File: src/crlss_pkg.sv
// Package for the cable rest-length slew servo.
// Holds payload structs, register indexes, state enum and command/status structs.
// No dependencies.
`timescale 1ns / 1ps
package crlss_pkg;

    // Register indexes of the configuration port.
    localparam logic [2:0] REG_TARGET_VELOCITY  = 3'd0;
    localparam logic [2:0] REG_MAX_ACCELERATION = 3'd1;
    localparam logic [2:0] REG_MAX_TENSION      = 3'd2;
    localparam logic [2:0] REG_MIN_CABLE_LENGTH = 3'd3;
    localparam logic [2:0] REG_MIN_REST_LENGTH  = 3'd4;
    localparam logic [2:0] REG_STIFFNESS        = 3'd5;
    localparam logic [2:0] REG_TIME_STEP        = 3'd6;

    // Mode codes.
    localparam logic [1:0] MODE_SLEW    = 2'd0;
    localparam logic [1:0] MODE_TENSION = 2'd1;
    localparam logic [1:0] MODE_DIRECT  = 2'd2;

    localparam int DIV_W = 64;

    typedef struct packed {
        logic [1:0]         mode;
        logic signed [31:0] command_value;
        logic [30:0]        measured_length;
        logic signed [31:0] measured_tension;
        logic signed [31:0] last_velocity;
    } in_beat_t;

    typedef struct packed {
        logic [30:0]        new_rest_length;
        logic signed [31:0] new_preferred_length;
        logic               status;
        logic               tension_capped;
        logic               accel_capped;
    } out_beat_t;

    typedef enum logic [3:0] {
        ST_IDLE,
        ST_LOAD,
        ST_MUL1,
        ST_MUL2,
        ST_TDIV,
        ST_TDIV_W,
        ST_TCAP,
        ST_CDIV,
        ST_CDIV_W,
        ST_PREP,
        ST_RDIV,
        ST_RDIV_W,
        ST_FIN,
        ST_OUT
    } state_t;

    // Commands from the controller to the datapath.
    typedef struct packed {
        logic load;
        logic mul1;
        logic mul2;
        logic tdiv_start;
        logic tdiv_take;
        logic tcap;
        logic cdiv_start;
        logic cdiv_take;
        logic prep;
        logic rdiv_start;
        logic fin;
    } dp_cmd_t;

    // Status from the datapath to the controller.
    typedef struct packed {
        logic div_done;
        logic need_rdiv;
        logic is_tension;
        logic is_slew;
    } dp_stat_t;

endpackage

File: src/crlss_ctrl.sv
// Controller state machine sequencing one tick through the datapath.
// Depends on crlss_pkg.
`timescale 1ns / 1ps
module crlss_ctrl (
    input  logic                 clk,
    input  logic                 rst_n,
    input  logic                 in_valid,
    output logic                 in_stall,
    output logic                 out_valid,
    input  logic                 out_stall,
    output crlss_pkg::dp_cmd_t   cmd,
    input  crlss_pkg::dp_stat_t  stat
);
    import crlss_pkg::*;

    state_t state_reg, state_next;

    always_ff @(posedge clk or negedge rst_n)
    begin
        if (!rst_n)
        begin
            state_reg <= ST_IDLE;
        end
        else
        begin
            state_reg <= state_next;
        end
    end

    // Next state.
    always_comb
    begin
        state_next = state_reg;
        case (state_reg)
            ST_IDLE:   if (in_valid) state_next = ST_LOAD;
            ST_LOAD:   state_next = ST_MUL1;
            ST_MUL1:   state_next = ST_MUL2;
            ST_MUL2:
            begin
                if (stat.is_tension)   state_next = ST_TDIV;
                else if (stat.is_slew) state_next = ST_CDIV;
                else                   state_next = ST_FIN;
            end
            ST_TDIV:   state_next = ST_TDIV_W;
            ST_TDIV_W: if (stat.div_done) state_next = ST_TCAP;
            ST_TCAP:   state_next = ST_CDIV;
            ST_CDIV:   state_next = ST_CDIV_W;
            ST_CDIV_W: if (stat.div_done) state_next = ST_PREP;
            ST_PREP:   state_next = stat.need_rdiv ? ST_RDIV : ST_FIN;
            ST_RDIV:   state_next = ST_RDIV_W;
            ST_RDIV_W: if (stat.div_done) state_next = ST_FIN;
            ST_FIN:    state_next = ST_OUT;
            ST_OUT:    if (!out_stall) state_next = ST_IDLE;
            default:   state_next = ST_IDLE;
        endcase
    end

    // Outputs.
    always_comb
    begin
        cmd            = '0;
        in_stall       = (state_reg != ST_IDLE);
        out_valid      = (state_reg == ST_OUT);
        cmd.load       = (state_reg == ST_IDLE) && in_valid;
        cmd.mul1       = (state_reg == ST_LOAD);
        cmd.mul2       = (state_reg == ST_MUL1);
        cmd.tdiv_start = (state_reg == ST_TDIV);
        cmd.tdiv_take  = (state_reg == ST_TDIV_W) && stat.div_done;
        cmd.tcap       = (state_reg == ST_TCAP);
        cmd.cdiv_start = (state_reg == ST_CDIV);
        cmd.cdiv_take  = (state_reg == ST_CDIV_W) && stat.div_done;
        cmd.prep       = (state_reg == ST_PREP);
        cmd.rdiv_start = (state_reg == ST_RDIV);
        cmd.fin        = (state_reg == ST_FIN);
    end
endmodule

File: config.mk
export PLATFORM = sky130hd
export DESIGN_NAME = crlss_ctrl
export DESIGN_NICKNAME = d
export VERILOG_FILES = /design/src/crlss_pkg.sv /design/src/crlss_ctrl.sv
export SDC_FILE = /design/constraint.sdc
export NUM_CORES = 1
export LEC_CHECK = 0
export BUFFER_PORTS_ARGS = -buffer_cell sky130_fd_sc_hd__clkbuf_2
export CAP_MARGIN = 25
export CORE_AREA = 2 2 39 41
export DETAILED_ROUTE_END_ITERATION = 7
export DIE_AREA = 0 0 41 43
export GPL_ROUTABILITY_DRIVEN = 0
export PLACE_DENSITY_LB_ADDON = 0.25
export SKIP_LAST_GASP = 1
export SYNTH_ARGS = -nofsm -noshare
export SYNTH_HDL_FRONTEND = slang
export SYNTH_SLANG_ARGS = --single-unit
File: constraint.sdc
create_clock -name clk -period 1.7 [get_ports clk]
set_input_delay 0.255 -clock clk [delete_from_list [all_inputs] [get_ports clk]]
set_output_delay 0.255 -clock clk [all_outputs]
set_load 0.02 [all_outputs]
* Yosys cells after proc, flatten, opt, wreduce, memory -nomap -nowiden
Cells that the tools add are included.
W data, S select, Z words.
** Operators by class
- Equality and inequality tests :: 18
- Muxes and demuxes :: 9
- Reductions and logical operators :: 6
** Operators with widths (number)
- $pmux W4 S14 :: 1
- $mux W4 :: 7
- $eq A4 B4 Y1 const B :: 6
- $eq A4 B3 Y1 const B :: 4
- $ne A2 B2 Y1 const B :: 5
- $eq A4 B2 Y1 const B :: 2
- $reduce_and A5 Y1 :: 1
- $eq A4 B1 Y1 const B :: 1
- $logic_not A4 Y1 :: 1
- $reduce_bool A4 Y1 :: 1
- $logic_and A1 B1 Y1 :: 3
- $mux W3 :: 1
** Word-level totals
- Flip-flop bits (word level) :: 4
- Bits of input ports :: 8
- Logic and storage cells :: 34

* Depth between registers and ports, before layout
- Depth after elaboration :: 3
- Gate-level depth with buffers :: 5

* Worst setup path after synthesis
No wires, ideal clock.
- Path kind :: flip-flop to flip-flop
- Start point :: register state_reg[2]
- End point :: register state_reg[3]
- Data arrival time :: 1.402 ns
- Slack :: 0.172 ns
- Cell stages (with the launch flop) :: 6
- Period minus slack after synthesis :: 1.528 ns
- Cell sequence :: dfrtp_1 buf_2 and2b_1 a221oi_2 o22a_4 mux2_4
** On the way
- Cells in the longest elaborated chain, start to end :: 3
- Elaborated cells on any way between the ends :: 21
- Classes of those cells :: eq/ne (18); mux (1); reduce/logical (2)
** Ends and longest elaborated chain
- start: declaration :: RTL line crlss_ctrl.sv:16 : state_t state_reg, state_next;
- start signal: assignment :: RTL line crlss_ctrl.sv:26 : state_reg <= state_next;
- $eq A4 B4 Y1 (tied with other cells) :: RTL line crlss_ctrl.sv:34 : case (state_reg)
- $ne A2 B2 Y1 (no line)
- $reduce_and A5 Y1 (no line)
Several ways; a longest one is shown, not always the timed one.
A chain may end at the register's enable or synchronous reset.

==> metrics <==
DR iter-0 viols=10; syn_area_per_cell=7.64 um2; Adder-Cell Fraction of Synth Area=0%; Routed Antenna Nets=0; Min-Delay Path Class=primary input to async pin; Slew headroom=83.2%; slowest CP cell=dfrtp_2; max reg flops=4; Post-synth EDFFs=0; top_reg_cell synth=dfrtp_1; grt total ovfl=0; vias in the first global route=506; sequential area share after synthesis=20.2%; Peak Freq=622 MHz; status=complete, no violations; CTS root buf=clkbuf_4; clock sinks=4; total CTS buffers=3; Final Util=48.6%; Final Max Slew Viols=0; Max Fanout on Critical Path=9; Max Buffers Root-to-Sink=2; period utilisation layout=94.6%; CTS tree=yes; # diodes=0; total power=1.37 mW; post-synthesis xor/xnor area fraction=0%; initial antenna violation count=0; WP buf/inv=3; area of the mapped netlist=497 um2; worst-case reg-to-reg path depth=4; vias per cell=5.19; first drt pass iteration count=4; P_leak=0.342 nW; core area=1380 um2; Synth Area in Compound Gates=23.4%; #FFs+latches synth=4; Cells after Synth=65; Setup crit end kind=primary output; Die W=41 um; Post-DP HPWL=998 um; Async SR Flop Fraction=100%; Synth Area in Simple Gates=39.0%; DR WL/cell=12.0 um; Slew @ Worst Pin=250 ps; IO Pins=21; DRT Wirelength=1.27 mm; PwrDens=2030 nW/um2; CP cell instances=buf_4 > inv_1 > nand2_1 > nor3_1 > buf_2; Post-DP Area=622 um2; H-tree lvl count=1; Die Y-Extent=43 um; Top delay family on crit path=buffers and inverters; Min Hold Slack=350 ps; most frequent cells in the layout=18 x clkbuf_2, 10 x nor2_1, 7 x buf_4, 6 x nand2_1, 5 x o21ai_0; footprint of the multi-input gates=353 um2; VDD IR-drop max=0.883 mV; max-cap violations=0; final setup vio count=0; setup TNS=0 ps; Final Cell Area=672 um2; post-synthesis cell type count=28; Die ar.=1760 um2; number of cell rows=14; # port buffers=20; Final min period=1610 ps; Area Overhead vs Synth=35.3%; synth warn=0; Critical Path Start Type=flip-flop; syn nets=73; largest family of logic cells by synthesized area=simple AND/OR/NAND/NOR gates; GRT Total Usage=17.2%; multiplexer area fraction after synthesis=7.05%; pin count of the biggest net entering global routing=11; Final #Nets=100; Critical Path AT=1350 ps; filler cell count=140; critical path depth in cells=5; clock-pin slew on the worst setup and hold paths=40 ps; global-route wire length before repair=1.99 mm; RSZ-0062 raised after global routing=false; Post-route DRC=0; share of cells above drive strength 1=45.6%; Skew-Pair Late Insertion Delay=240 ps; WS Path Type=flip-flop to primary output; max incr delay on CP=440 ps; FF+latch area=103 um2; commonest non-fill, non-tap cell in the layout=clkbuf_2; clk_skew=3.43 ps; initial core utilization=35.9%; Req. time, crit path=1440 ps; Final Hold Vio Count=0; via count=550
==> worst register-to-register path, delay by kind of cell, from the launching register on <==
| family | cells | cell delay (ps) |
|---|---|---|
| compound gates | 2 | 520 |
| flops | 1 | 420 |
| mux | 1 | 290 |
| simple gates | 1 | 260 |
==> cells in the mapped netlist, types with 2 or more instances <==
cell	number	area, um2
nor2_1	11	41.3
and3_1	2	12.5
mux2i_1	2	20.0
buf_2	2	10.0
a31oi_1	2	12.5
a21oi_1	4	20.0
dfrtp_1	4	100
nor3_1	2	10.0
o21ai_0	5	25.0
nand2_1	6	22.5
inv_1	3	11.3
buf_6	2	22.5
nor2b_1	2	12.5
nand2b_1	2	12.5
clkbuf_1	2	7.51
and2_2	2	15.0
==> routing by layer <==
| metal | global-route usage, % | vias up | share of wire [%] |
|---|---|---|---|
| met1 | 17.3 | 246 | 40 |
| met4 | 12.0 | 0 | 2.2 |
| met2 | 29.1 | 19 | 52 |
| li1 | - | 282 | - |
| met3 | 3.14 | 3 | 5.4 |
| met5 | 0 | - | 0 |
==> stage by stage <==
step / std cells / setup slack [ps]
after floorplan: 65 / 172
after global placement: 101 / 91.3
after detailed placement: 101 / 41.0
after CTS: 105 / 11.6
after global routing: 106 / 3.69
final: 106 / 92.3
==> path summary, 6_finish.rpt <==
kind	to	slack [ps]	startpoint
setup / recovery	cmd[8]	90	state_reg[0]
hold / removal	state_reg[1]	350	rst_n
setup reg to reg	state_reg[3]	90	state_reg[1]
hold reg to reg	state_reg[0]	730	state_reg[1]
max in group asynchronous	state_reg[0]	1210	rst_n
min in group clk	state_reg[0]	420	stat[3]
==> repair_timing <==
action / 4_1_cts / 5_1_grt
hold endpoints to repair: 4 / 0
hold buffers: 1 / 0
endpoints found under the setup margin: 0 / 7
gates resized for setup: 0 / 6
buffers inserted: 0 / 1
==> power by group <==
part           switching, mW  internal (mW)  leakage, nW
Combinational          0.542          0.458        0.282
Sequential            0.0926          0.154       0.0457
Clock                 0.0413         0.0791       0.0138
Total                  0.676          0.691        0.342
==> cell type report <==
| class | count | area share (%) |
|---|---|---|
| Multi-Input combinational cell | 52 | 52.5 |
| Timing Repair Buffer | 28 | 24.2 |
| Sequential cell | 4 | 15.3 |
| Clock buffer | 3 | 3.35 |
| Tap cell | 16 | 2.98 |
| Inverter | 3 | 1.68 |
==> kinds of logic (layout without fill, tap and decap cells) <==
logic type             after synthesis  in the layout
DFF                                  4              4
AOI/OAI and AO/OA                   16             16
and+or+nand+nor                     33             33
buffers and inverters                9             34
muxes                                3              3
Power figures use the tool's default switching activity.
